**src/rtl/validated_moving_average_3ch_defines.svh**
```systemverilog
// assertion macros shared by the validated moving average block
`ifndef VALIDATED_MOVING_AVERAGE_3CH_DEFINES_SVH
`define VALIDATED_MOVING_AVERAGE_3CH_DEFINES_SVH

`ifndef ASSERT_OFF

// property must hold at every clock edge outside reset
`define VMA_ASSERT(lbl, clk, rst_n, prop, msg) \
  lbl: assert property (@(posedge clk) disable iff (!rst_n) (prop)) \
    else $error(msg);

// condition must never be seen outside reset
`define VMA_ASSERT_NEVER(lbl, clk, rst_n, cond, msg) \
  `VMA_ASSERT(lbl, clk, rst_n, !(cond), msg)

`else

`define VMA_ASSERT(lbl, clk, rst_n, prop, msg)
`define VMA_ASSERT_NEVER(lbl, clk, rst_n, cond, msg)

`endif

`endif

```
**src/rtl/vma_pkg.sv**
```systemverilog
// types and constants of the validated moving average block
`default_nettype none

package vma_pkg;

  localparam int unsigned MAX_WINDOW_DEF = 16;

  // quotient bits of the shared divider, enough for the widest mean
  localparam int unsigned QUO_W = 17;

  localparam int unsigned TEMP_W  = 15;
  localparam int unsigned HUM_W   = 14;
  localparam int unsigned PRESS_W = 17;
  localparam int unsigned TIME_W  = 32;
  localparam int unsigned ERR_W   = 8;
  localparam int unsigned WS_W    = 5;

  localparam int unsigned IN_DATA_W  = 80;
  localparam int unsigned IN_USER_W  = 1;
  localparam int unsigned OUT_DATA_W = 88;
  localparam int unsigned OUT_USER_W = 3;

  localparam int unsigned CFG_IDX_W  = 3;
  localparam int unsigned CFG_DATA_W = 17;

  localparam logic [CFG_IDX_W-1:0] CFG_WINDOW    = 3'd0;
  localparam logic [CFG_IDX_W-1:0] CFG_TEMP_MIN  = 3'd1;
  localparam logic [CFG_IDX_W-1:0] CFG_TEMP_MAX  = 3'd2;
  localparam logic [CFG_IDX_W-1:0] CFG_HUM_MIN   = 3'd3;
  localparam logic [CFG_IDX_W-1:0] CFG_HUM_MAX   = 3'd4;
  localparam logic [CFG_IDX_W-1:0] CFG_PRESS_MIN = 3'd5;
  localparam logic [CFG_IDX_W-1:0] CFG_PRESS_MAX = 3'd6;

  localparam logic [WS_W-1:0]           WINDOW_RST    = 5'd8;
  localparam logic signed [TEMP_W-1:0]  TEMP_MIN_RST  = -15'sd4000;
  localparam logic signed [TEMP_W-1:0]  TEMP_MAX_RST  = 15'sd8500;
  localparam logic [HUM_W-1:0]          HUM_MIN_RST   = 14'd0;
  localparam logic [HUM_W-1:0]          HUM_MAX_RST   = 14'd10000;
  localparam logic [PRESS_W-1:0]        PRESS_MIN_RST = 17'd30000;
  localparam logic [PRESS_W-1:0]        PRESS_MAX_RST = 17'd110000;

  typedef enum logic [1:0] {
    ST_OK    = 2'd0,
    ST_FAIL  = 2'd1,
    ST_RANGE = 2'd2
  } status_e;

  typedef struct packed {
    logic [PRESS_W-1:0]       press;
    logic [HUM_W-1:0]         hum;
    logic signed [TEMP_W-1:0] temp;
  } win_entry_t;

endpackage

`default_nettype wire

```
**src/rtl/vma_window.sv**
```systemverilog
// sample window memory with per-entry valid bits and registered read
`default_nettype none

module vma_window #(
  parameter int unsigned Depth = 16,
  parameter int unsigned AddrW = 4
) (
  input  wire logic                clk_i,
  input  wire logic                rst_ni,
  input  wire logic                we_i,
  input  wire logic [AddrW-1:0]    waddr_i,
  input  wire vma_pkg::win_entry_t wdata_i,
  input  wire logic [AddrW-1:0]    raddr_i,
  output      vma_pkg::win_entry_t rdata_o
);
  import vma_pkg::*;

  logic [Depth-1:0] vld_q;
  win_entry_t       mem_q [Depth];
  win_entry_t       rd_q;

  always_ff @(posedge clk_i or negedge rst_ni) begin
    if (!rst_ni) begin
      vld_q <= '0;
    end else if (we_i) begin
      vld_q[waddr_i] <= 1'b1;
    end
  end

  // entries never written read as zero
  always_ff @(posedge clk_i) begin
    if (we_i) begin
      mem_q[waddr_i] <= wdata_i;
    end
    rd_q <= vld_q[raddr_i] ? mem_q[raddr_i] : '0;
  end

  assign rdata_o = rd_q;

endmodule

`default_nettype wire

```
**src/rtl/vma_div.sv**
```systemverilog
// shared restoring divider, one quotient bit per cycle
`default_nettype none

module vma_div #(
  parameter int unsigned DivdW = 23,
  parameter int unsigned DivsW = 5
) (
  input  wire logic                       clk_i,
  input  wire logic                       rst_ni,
  input  wire logic                       start_i,
  input  wire logic [DivdW-1:0]           dividend_i,
  input  wire logic [DivsW-1:0]           divisor_i,
  output      logic                       done_o,
  output      logic [vma_pkg::QUO_W-1:0]  quotient_o
);
  import vma_pkg::*;

  localparam int unsigned RemW = DivdW - QUO_W;
  localparam int unsigned CntW = $clog2(QUO_W + 1);

  logic              busy_q;
  logic              done_q;
  logic [CntW-1:0]   cnt_q;
  logic [RemW-1:0]   rem_q;
  logic [QUO_W-1:0]  quo_q;
  logic [DivsW-1:0]  dvs_q;
  logic [RemW:0]     trial;
  logic [RemW:0]     dvs_ext;
  logic              fits;

  // the upper dividend bits start below the divisor, so the quotient fits QUO_W
  assign trial   = {rem_q, quo_q[QUO_W-1]};
  assign dvs_ext = (RemW + 1)'(dvs_q);
  assign fits    = trial >= dvs_ext;

  always_ff @(posedge clk_i or negedge rst_ni) begin
    if (!rst_ni) begin
      busy_q <= 1'b0;
      done_q <= 1'b0;
      cnt_q  <= '0;
    end else begin
      done_q <= 1'b0;
      if (start_i) begin
        busy_q <= 1'b1;
        cnt_q  <= CntW'(QUO_W);
      end else if (busy_q) begin
        cnt_q <= cnt_q - 1'b1;
        if (cnt_q == CntW'(1)) begin
          busy_q <= 1'b0;
          done_q <= 1'b1;
        end
      end
    end
  end

  always_ff @(posedge clk_i) begin
    if (start_i) begin
      rem_q <= dividend_i[DivdW-1:QUO_W];
      quo_q <= dividend_i[QUO_W-1:0];
      dvs_q <= divisor_i;
    end else if (busy_q) begin
      rem_q <= fits ? RemW'(trial - dvs_ext) : RemW'(trial);
      quo_q <= {quo_q[QUO_W-2:0], fits};
    end
  end

  assign done_o     = done_q;
  assign quotient_o = quo_q;

endmodule

`default_nettype wire

```
**src/rtl/validated_moving_average_3ch.sv**
```systemverilog
// top level of the range-checked three-channel moving average filter
`default_nettype none

`include "validated_moving_average_3ch_defines.svh"

// Each accepted reading is range checked against the min/max registers. A
// failed or rejected reading goes straight to the output state, returns an
// invalid result through the output register and bumps the saturating error
// run. A good reading is written into the three windows at the shared head,
// the filled entries are summed at one entry per cycle out of the window
// memory, and the three rounded means come out of one shared divider, one
// channel after the other. Before the write, a head left beyond a shrunk
// window is wrapped back one window length at a time. The input is ready
// only while the block is idle; a finished result waits in the output
// register, so the next reading can start while it is still pending.
module validated_moving_average_3ch #(
  parameter int unsigned MAX_WINDOW = vma_pkg::MAX_WINDOW_DEF
) (
  input  wire logic                            clk_i,
  input  wire logic                            rst_ni,
  // configuration write channel
  input  wire logic                            cfg_valid_i,
  output      logic                            cfg_ready_o,
  input  wire logic [vma_pkg::CFG_IDX_W-1:0]   cfg_index_i,
  input  wire logic [vma_pkg::CFG_DATA_W-1:0]  cfg_data_i,
  // input readings
  input  wire logic                            s_axis_tvalid,
  output      logic                            s_axis_tready,
  // temp_sample, hum_sample, press_sample, sample_time, zero pad
  input  wire logic [vma_pkg::IN_DATA_W-1:0]   s_axis_tdata,
  // read_failed
  input  wire logic [vma_pkg::IN_USER_W-1:0]   s_axis_tuser,
  // filtered results
  output      logic                            m_axis_tvalid,
  input  wire logic                            m_axis_tready,
  // temp_mean, hum_mean, press_mean, mean_time, error_run, zero pad
  output      logic [vma_pkg::OUT_DATA_W-1:0]  m_axis_tdata,
  // result_valid, status
  output      logic [vma_pkg::OUT_USER_W-1:0]  m_axis_tuser
);
  import vma_pkg::*;

  localparam int unsigned IdxW = (MAX_WINDOW > 1) ? $clog2(MAX_WINDOW) : 1;
  localparam int unsigned CntW = $clog2(MAX_WINDOW + 1);
  localparam int unsigned AccW = QUO_W + 1 + CntW;

  typedef enum logic [4:0] {
    S_IDLE = 5'b00001,
    S_WRAP = 5'b00010,
    S_SUM  = 5'b00100,
    S_DIV  = 5'b01000,
    S_OUT  = 5'b10000
  } state_e;

  typedef enum logic [1:0] {
    CH_TEMP  = 2'd0,
    CH_HUM   = 2'd1,
    CH_PRESS = 2'd2
  } chan_e;

  // configuration registers
  logic [WS_W-1:0]           ws_q;
  logic signed [TEMP_W-1:0]  tmin_q, tmax_q;
  logic [HUM_W-1:0]          hmin_q, hmax_q;
  logic [PRESS_W-1:0]        pmin_q, pmax_q;

  // control state
  state_e           state_q, state_d;
  chan_e            ch_q, ch_d;
  logic [IdxW-1:0]  head_q, head_d;
  logic [CntW-1:0]  fill_q, fill_d;
  logic [CntW-1:0]  iss_q, iss_d;
  logic             rdv_q, rdv_d;
  logic [ERR_W-1:0] err_q, err_d;
  logic             div_start_q, div_start_d;
  logic             out_valid_q, out_valid_d;

  // working payload
  win_entry_t               smp_q;
  logic [TIME_W-1:0]        time_q;
  logic                     rv_q;
  status_e                  status_q;
  logic signed [AccW-1:0]   tacc_q, hacc_q, pacc_q;
  logic [TEMP_W-1:0]        tmean_q;
  logic [HUM_W-1:0]         hmean_q;
  logic [PRESS_W-1:0]       pmean_q;

  // output register
  logic                     o_rv_q;
  status_e                  o_status_q;
  logic [TEMP_W-1:0]        o_tmean_q;
  logic [HUM_W-1:0]         o_hmean_q;
  logic [PRESS_W-1:0]       o_pmean_q;
  logic [TIME_W-1:0]        o_time_q;
  logic [ERR_W-1:0]         o_err_q;

  logic                     in_acc;
  logic                     in_failed;
  logic signed [TEMP_W-1:0] in_temp;
  logic [HUM_W-1:0]         in_hum;
  logic [PRESS_W-1:0]       in_press;
  logic                     in_range;
  logic                     item_bad;
  logic [CntW-1:0]          win;
  logic [CntW-1:0]          head_ext;
  logic                     wrap_need;
  logic                     win_we;
  logic                     out_load;
  win_entry_t               rd_entry;
  logic signed [AccW-1:0]   sel_acc;
  logic [AccW-1:0]          sel_mag;
  logic [AccW-1:0]          dividend;
  logic                     div_done;
  logic [QUO_W-1:0]         div_quo;
  logic [QUO_W-1:0]         mean_res;

  assign cfg_ready_o = 1'b1;

  always_ff @(posedge clk_i or negedge rst_ni) begin
    if (!rst_ni) begin
      ws_q   <= WINDOW_RST;
      tmin_q <= TEMP_MIN_RST;
      tmax_q <= TEMP_MAX_RST;
      hmin_q <= HUM_MIN_RST;
      hmax_q <= HUM_MAX_RST;
      pmin_q <= PRESS_MIN_RST;
      pmax_q <= PRESS_MAX_RST;
    end else if (cfg_valid_i) begin
      unique case (cfg_index_i)
        CFG_WINDOW:    ws_q   <= cfg_data_i[WS_W-1:0];
        CFG_TEMP_MIN:  tmin_q <= $signed(cfg_data_i[TEMP_W-1:0]);
        CFG_TEMP_MAX:  tmax_q <= $signed(cfg_data_i[TEMP_W-1:0]);
        CFG_HUM_MIN:   hmin_q <= cfg_data_i[HUM_W-1:0];
        CFG_HUM_MAX:   hmax_q <= cfg_data_i[HUM_W-1:0];
        CFG_PRESS_MIN: pmin_q <= cfg_data_i[PRESS_W-1:0];
        CFG_PRESS_MAX: pmax_q <= cfg_data_i[PRESS_W-1:0];
        default: ;
      endcase
    end
  end

  assign s_axis_tready = (state_q == S_IDLE);
  assign in_acc        = s_axis_tvalid && s_axis_tready;
  assign in_failed     = s_axis_tuser[0];
  assign in_temp       = $signed(s_axis_tdata[14:0]);
  assign in_hum        = s_axis_tdata[28:15];
  assign in_press      = s_axis_tdata[45:29];

  assign in_range = (in_temp >= tmin_q) && (in_temp <= tmax_q) &&
                    (in_hum >= hmin_q) && (in_hum <= hmax_q) &&
                    (in_press >= pmin_q) && (in_press <= pmax_q);
  assign item_bad = in_failed || !in_range;

  // effective window: clamp to the depth, zero acts as one
  always_comb begin
    if (32'(ws_q) > 32'(MAX_WINDOW)) begin
      win = CntW'(MAX_WINDOW);
    end else if (ws_q == '0) begin
      win = CntW'(1);
    end else begin
      win = CntW'(ws_q);
    end
  end

  assign head_ext  = CntW'(head_q);
  assign wrap_need = head_ext >= win;
  assign win_we    = (state_q == S_WRAP) && !wrap_need;
  assign out_load  = (state_q == S_OUT) && (!out_valid_q || m_axis_tready);

  always_comb begin
    state_d     = state_q;
    ch_d        = ch_q;
    head_d      = head_q;
    fill_d      = fill_q;
    iss_d       = iss_q;
    rdv_d       = 1'b0;
    err_d       = err_q;
    div_start_d = 1'b0;
    out_valid_d = out_valid_q && !m_axis_tready;
    unique case (state_q)
      S_IDLE: begin
        if (s_axis_tvalid) begin
          if (item_bad) begin
            err_d   = (err_q == '1) ? err_q : err_q + 1'b1;
            state_d = S_OUT;
          end else begin
            err_d   = '0;
            state_d = S_WRAP;
          end
        end
      end
      S_WRAP: begin
        // head left beyond a shrunk window is brought back one window per cycle
        if (wrap_need) begin
          head_d = IdxW'(head_ext - win);
        end else begin
          head_d  = (CntW'(head_ext + 1'b1) == win) ? '0 : IdxW'(head_q + 1'b1);
          fill_d  = (fill_q < win) ? CntW'(fill_q + 1'b1) : win;
          iss_d   = '0;
          state_d = S_SUM;
        end
      end
      S_SUM: begin
        if (iss_q < fill_q) begin
          iss_d = CntW'(iss_q + 1'b1);
          rdv_d = 1'b1;
        end else if (!rdv_q) begin
          ch_d        = CH_TEMP;
          div_start_d = 1'b1;
          state_d     = S_DIV;
        end
      end
      S_DIV: begin
        if (div_done) begin
          if (ch_q == CH_PRESS) begin
            state_d = S_OUT;
          end else begin
            ch_d        = (ch_q == CH_TEMP) ? CH_HUM : CH_PRESS;
            div_start_d = 1'b1;
          end
        end
      end
      S_OUT: begin
        if (out_load) begin
          out_valid_d = 1'b1;
          state_d     = S_IDLE;
        end
      end
      default: state_d = S_IDLE;
    endcase
  end

  always_ff @(posedge clk_i or negedge rst_ni) begin
    if (!rst_ni) begin
      state_q     <= S_IDLE;
      ch_q        <= CH_TEMP;
      head_q      <= '0;
      fill_q      <= '0;
      iss_q       <= '0;
      rdv_q       <= 1'b0;
      err_q       <= '0;
      div_start_q <= 1'b0;
      out_valid_q <= 1'b0;
    end else begin
      state_q     <= state_d;
      ch_q        <= ch_d;
      head_q      <= head_d;
      fill_q      <= fill_d;
      iss_q       <= iss_d;
      rdv_q       <= rdv_d;
      err_q       <= err_d;
      div_start_q <= div_start_d;
      out_valid_q <= out_valid_d;
    end
  end

  vma_window #(
    .Depth (MAX_WINDOW),
    .AddrW (IdxW)
  ) u_window (
    .clk_i   (clk_i),
    .rst_ni  (rst_ni),
    .we_i    (win_we),
    .waddr_i (head_q),
    .wdata_i (smp_q),
    .raddr_i (iss_q[IdxW-1:0]),
    .rdata_o (rd_entry)
  );

  always_comb begin
    case (ch_q)
      CH_TEMP:  sel_acc = tacc_q;
      CH_HUM:   sel_acc = hacc_q;
      default:  sel_acc = pacc_q;
    endcase
  end

  // round half away from zero on the magnitude
  assign sel_mag  = sel_acc[AccW-1] ? AccW'(-sel_acc) : AccW'(sel_acc);
  assign dividend = AccW'(sel_mag + AccW'(fill_q >> 1));

  vma_div #(
    .DivdW (AccW),
    .DivsW (CntW)
  ) u_div (
    .clk_i      (clk_i),
    .rst_ni     (rst_ni),
    .start_i    (div_start_q),
    .dividend_i (dividend),
    .divisor_i  (fill_q),
    .done_o     (div_done),
    .quotient_o (div_quo)
  );

  assign mean_res = sel_acc[AccW-1] ? QUO_W'(~div_quo + 1'b1) : div_quo;

  always_ff @(posedge clk_i) begin
    if (in_acc) begin
      smp_q.temp  <= in_temp;
      smp_q.hum   <= in_hum;
      smp_q.press <= in_press;
      rv_q        <= !item_bad;
      status_q    <= in_failed ? ST_FAIL : (item_bad ? ST_RANGE : ST_OK);
      time_q      <= item_bad ? '0 : s_axis_tdata[77:46];
      tmean_q     <= '0;
      hmean_q     <= '0;
      pmean_q     <= '0;
    end
    if (win_we) begin
      tacc_q <= '0;
      hacc_q <= '0;
      pacc_q <= '0;
    end else if (rdv_q) begin
      tacc_q <= tacc_q + {{(AccW - TEMP_W){rd_entry.temp[TEMP_W-1]}}, rd_entry.temp};
      hacc_q <= hacc_q + {{(AccW - HUM_W){1'b0}}, rd_entry.hum};
      pacc_q <= pacc_q + {{(AccW - PRESS_W){1'b0}}, rd_entry.press};
    end
    if (div_done) begin
      case (ch_q)
        CH_TEMP:  tmean_q <= mean_res[TEMP_W-1:0];
        CH_HUM:   hmean_q <= mean_res[HUM_W-1:0];
        default:  pmean_q <= mean_res[PRESS_W-1:0];
      endcase
    end
    if (out_load) begin
      o_rv_q     <= rv_q;
      o_status_q <= status_q;
      o_tmean_q  <= tmean_q;
      o_hmean_q  <= hmean_q;
      o_pmean_q  <= pmean_q;
      o_time_q   <= time_q;
      o_err_q    <= err_q;
    end
  end

  assign m_axis_tvalid = out_valid_q;
  assign m_axis_tdata  = {2'b00, o_err_q, o_time_q, o_pmean_q, o_hmean_q, o_tmean_q};
  assign m_axis_tuser  = {o_status_q, o_rv_q};

  `VMA_ASSERT(a_sum_nonempty, clk_i, rst_ni, (state_q == S_SUM) |-> (fill_q != '0),
              "averaging started with an empty window")
  `VMA_ASSERT_NEVER(a_done_in_div, clk_i, rst_ni, div_done && (state_q != S_DIV),
                    "divider finished outside the divide phase")
  `VMA_ASSERT(a_bad_result, clk_i, rst_ni,
              (out_valid_q && !o_rv_q) |-> (o_err_q != '0 && o_time_q == '0 && o_status_q != ST_OK),
              "invalid result without error run or with data")
  `VMA_ASSERT(a_good_result, clk_i, rst_ni,
              (out_valid_q && o_rv_q) |-> (o_err_q == '0 && o_status_q == ST_OK),
              "valid result with nonzero error run or status")

endmodule

`default_nettype wire

```
**config.mk**
```make
export PLATFORM = sky130hd
export DESIGN_NAME = validated_moving_average_3ch
export DESIGN_NICKNAME = d
export VERILOG_FILES = /design/src/rtl/vma_pkg.sv /design/src/rtl/vma_window.sv /design/src/rtl/vma_div.sv /design/src/rtl/validated_moving_average_3ch.sv
export VERILOG_INCLUDE_DIRS = /design/src /design/src/rtl
export SDC_FILE = /design/constraint.sdc
export NUM_CORES = 2
export LEC_CHECK = 0
export ABC_CLOCK_PERIOD_IN_PS = 6450
export BUFFER_PORTS_ARGS = -buffer_cell sky130_fd_sc_hd__buf_2
export CORE_UTILIZATION = 55
export CTS_CLUSTER_DIAMETER = 30
export DETAILED_ROUTE_END_ITERATION = 8
export PLACE_DENSITY_LB_ADDON = 0.15
export REMOVE_ABC_BUFFERS = 1
export SLEW_MARGIN = 20
export SYNTH_ARGS = -nofsm -noshare
export SYNTH_HDL_FRONTEND = slang
export SYNTH_SLANG_ARGS = --single-unit
```
**constraint.sdc**
```tcl
create_clock -name clk_i -period 6.45 [get_ports clk_i]
set_input_delay 0.645 -clock clk_i [delete_from_list [all_inputs] [get_ports clk_i]]
set_output_delay 0.645 -clock clk_i [all_outputs]
set_load 0.1 [all_outputs]
```
==> impl_metrics.toml <==
[floorplan]
fp.coreArea_um2 = 93900
die_w_um = 311
ioPinCount = 200
initial_utilization = 0.559
die_h_um = 311
rows = 112
die_area_um2 = 96700

[finish]
fill_cells = 6399
drive_gt1_frac = 0.266
final_area_um2 = 62800
final_common_cell = "edfxtp_1"
nets = 3946
area_delta_synth_final_pct = 19.6
final_cell_mix = "edfxtp_1 (934), mux4_2 (234), clkbuf_16 (233), buf_2 (193), ha_1 (177)"

[clock_tree]
ctsResizeCount = 0
htreeDepth = 4
root_buffer = "clkbuf_16"
post_cts_buffers = 0
clk_latency_ps = 810
cts_buffers = 227
cts_tree = "yes"
clk_path_buf_depth = 3
clkTransAtPathRegs_ps = 50
clock-sinks = 1247

[logic_synthesis]
synth-xor-area-share = 0.0212
synth_area_leaders = "edfxtp_1 (53%), mux4_2 (10%), dfxtp_1 (6.1%), dfrtp_1 (5.7%), ha_1 (4.2%)"
synth_top_family_by_area = "multiplexers"
synth_cells = 3322
netlist.area_leader.share = 0.534
ys_warn_count = 0
synth-compound-area-share = 0.0516
avgSynthCellArea_um2 = 15.8
ys_ff_latch = 1247
ys_types = 81
synth_mux_area_frac = 0.129
synthSimpleGateAreaFrac = 0.0638
synth-edff-count = 934
synthFlopType = "edfxtp_1"
yosysSeqAreaShare = 0.669
netlist.top_cell.by_area = "edfxtp_1"
netlist_area_um2 = 52500
synth_fa_ha_area_frac = 0.0445
async_flop_share = 0.122

[setup_path]
end_kind = "flip-flop"
crit_required_ps = 6980
path_class = "reg -> reg"
slowest_delay_ps = 740
cp_cell_sequence = "buf_4 -> mux2i_1 -> o21a_1 -> nor2_1 -> xnor2_1 -> ha_1 -> a21o_1 -> a21oi_1 -> inv_1 -> nand3_1 -> nand4bb_1 -> or2_1 -> nor3_1 -> xnor2_1 -> mux2_2"
crit_path_max_fanout = 23
cp-start-kind = "flip-flop"
worstPathArrival_ps = 5260
slowest_stage = "o21a_1"
crit_top_cell = "xnor2_1"

[timing]
fin_skew_ps = 46.6
setup_viol = 0
period_share = 0.734
worst_pin_slew_ps = 1090
max_slew_margin = 0.269
clock.fmax_ghz = 0.211
hold_ws_ps = 59.2
hold_viol_final = 0
rsz0062_at_grt = "no"
period_minus_slack_ps = 4740
report.final.slew_viol_count = 0

[drt]
top_layer = "met4"
dr.pass1.iters = 5
vias_per_cell = 5.93
wl_per_cell_um = 24.0
wirelength_met1_um = 50000
wl_met3_um = 7380
wl_met2_um = 61900
drt_iter0_markers = 2582
vias = 30362
wl_um = 123000
route.detailed.drc = 0
ant_nets = 0

[placed_design]
place_area_um2 = 55000
gp_congestion = 0.882
hpwl_um = 74400
port_buffers = 194

[power]
powerDensity_nw_per_um2 = 378
ir_worst_vdd_mv = 0.324
p_leak_nw = 22.9

[global_route]
grt-ovfl-total = 0
grt_start_max_net_pins = 134
grt_pass1_wl_um = 188000
grt_pass1_vias = 31571
grt_usage = 0.257
grt_antenna_before_repair = 7

[status]
status = "completed"

[worst_hold_path]
min_path_type = "in -> reg"

[job]
max-cap-violations = 0
## power by group
part | switching (mW) | internal, mW
clock | 4.13 | 7.62
sequential | 0.423 | 9.42
combinational | 1.59 | 0.585
## flip-flops by register name, summed over array words and instances, names as in the netlist, 14 cells and up
| name | count |
|---|---|
| smp_q | 46 |
| tmin_q | 15 |
| hmax_q | 14 |
| tmean_q | 15 |
| pacc_q | 23 |
| o_hmean_q | 14 |
| tacc_q | 23 |
| pmax_q | 17 |
| hacc_q | 23 |
| time_q | 32 |
| hmean_q | 14 |
| u_window.mem_q | 736 |
| o_time_q | 32 |
| u_window.vld_q | 16 |
| u_window.rdata_o | 46 |
| pmean_q | 17 |
| o_pmean_q | 17 |
| hmin_q | 14 |
| u_div.quotient_o | 17 |
| o_tmean_q | 15 |
| pmin_q | 17 |
| tmax_q | 15 |
## stage by stage
stage / worst slack, ps / setup TNS (ps) / std cells / utilization / total power [mW]
after floorplan: -3500 / -185810 / 3190 / - / 11.5
after global placement: 1750 / 0 / 4680 / 0.586 / 12.0
after detailed placement: 1700 / 0 / 4680 / 0.586 / 12.2
after CTS: 1670 / 0 / 5113 / 0.668 / 23.9
after global routing: 1340 / 0 / 5114 / 0.669 / 24.5
final: 1710 / 0 / 5118 / 0.669 / 23.8
## final timing paths
check                                       end  cells after the start         start  slack, ps
setup / recovery           u_div.quotient_o[16]                     15       ch_q[0]       1710
hold / removal                      status_q[0]                      1  s_axis_tuser         60
setup reg to reg           u_div.quotient_o[16]                     15       ch_q[0]       1710
hold reg to reg                     o_time_q[8]                      0     time_q[8]        410
max in group asynchronous             tmin_q[3]                      3        rst_ni       4700
min in group asynchronous              err_q[0]                      2        rst_ni        540
## cells in the mapped netlist (6+ instances only)
cell,number
o22ai_1,9
o31ai_1,9
dfstp_2,33
or2_2,25
a21oi_1,114
o21ai_0,160
a31oi_1,14
nor4_1,8
ha_1,177
nand4_1,23
a211oi_1,12
dfxtp_1,161
o21a_1,20
xor2_1,50
nor2_1,147
clkbuf_1,98
inv_1,140
nand2b_1,29
mux2_2,75
nor3_1,30
buf_1,25
mux4_2,234
edfxtp_1,934
a21o_1,52
nor2b_1,69
nand2_1,159
nand3_1,63
and3_1,21
dfrtp_1,119
fa_1,6
or3_1,16
mux2i_1,58
and2_1,43
xnor2_1,77
## what timing repair did
item,in CTS,in global routing
hold buffers,1,0
endpoints found under the setup margin,0,0
hold endpoints to repair,67,0
## area by class of cell
class,count,area (µm²),share of cell area
Sequential cell,1247,35100,0.560
Multi-Input combinational cell,1800,16400,0.261
Clock buffer,272,6070,0.0966
Clock inverter,160,1690,0.0269
Tap cell,1254,1570,0.0250
Timing Repair Buffer,238,1400,0.0222
Inverter,143,539,0.00859
Antenna cell,4,10.0,0.000159
## logic make-up (layout without fill, tap and decap cells)
family,after synthesis,after routing
AO/OA/AOI/OAI,449,449
other,2,7
flip-flops,1247,1247
AND/OR/NAND/NOR,664,664
XOR/XNOR,127,127
adder cells (fa/ha/maj),183,183
multiplexers,374,374
buffers and inverters,276,813
## worst max-delay path, delay by kind of cell (launching register included)
kind                       cells  cell delay (ps)
xor gates and xnor gates       2              280
DFF                            1              690
muxes                          2              620
adders and majority gates      1              340
buffers and inverters          2              440
AOI/OAI and AO/OA              3              940
and+or+nand+nor                5             1150
## metal layers
metal	GRT usage	vias to the layer above
li1	-	13455
met1	0.335	15602
met2	0.433	1062
met3	0.0469	243
met4	0.0962	0
met5	0	-
No activity file was read; power rests on OpenSTA's default activity.
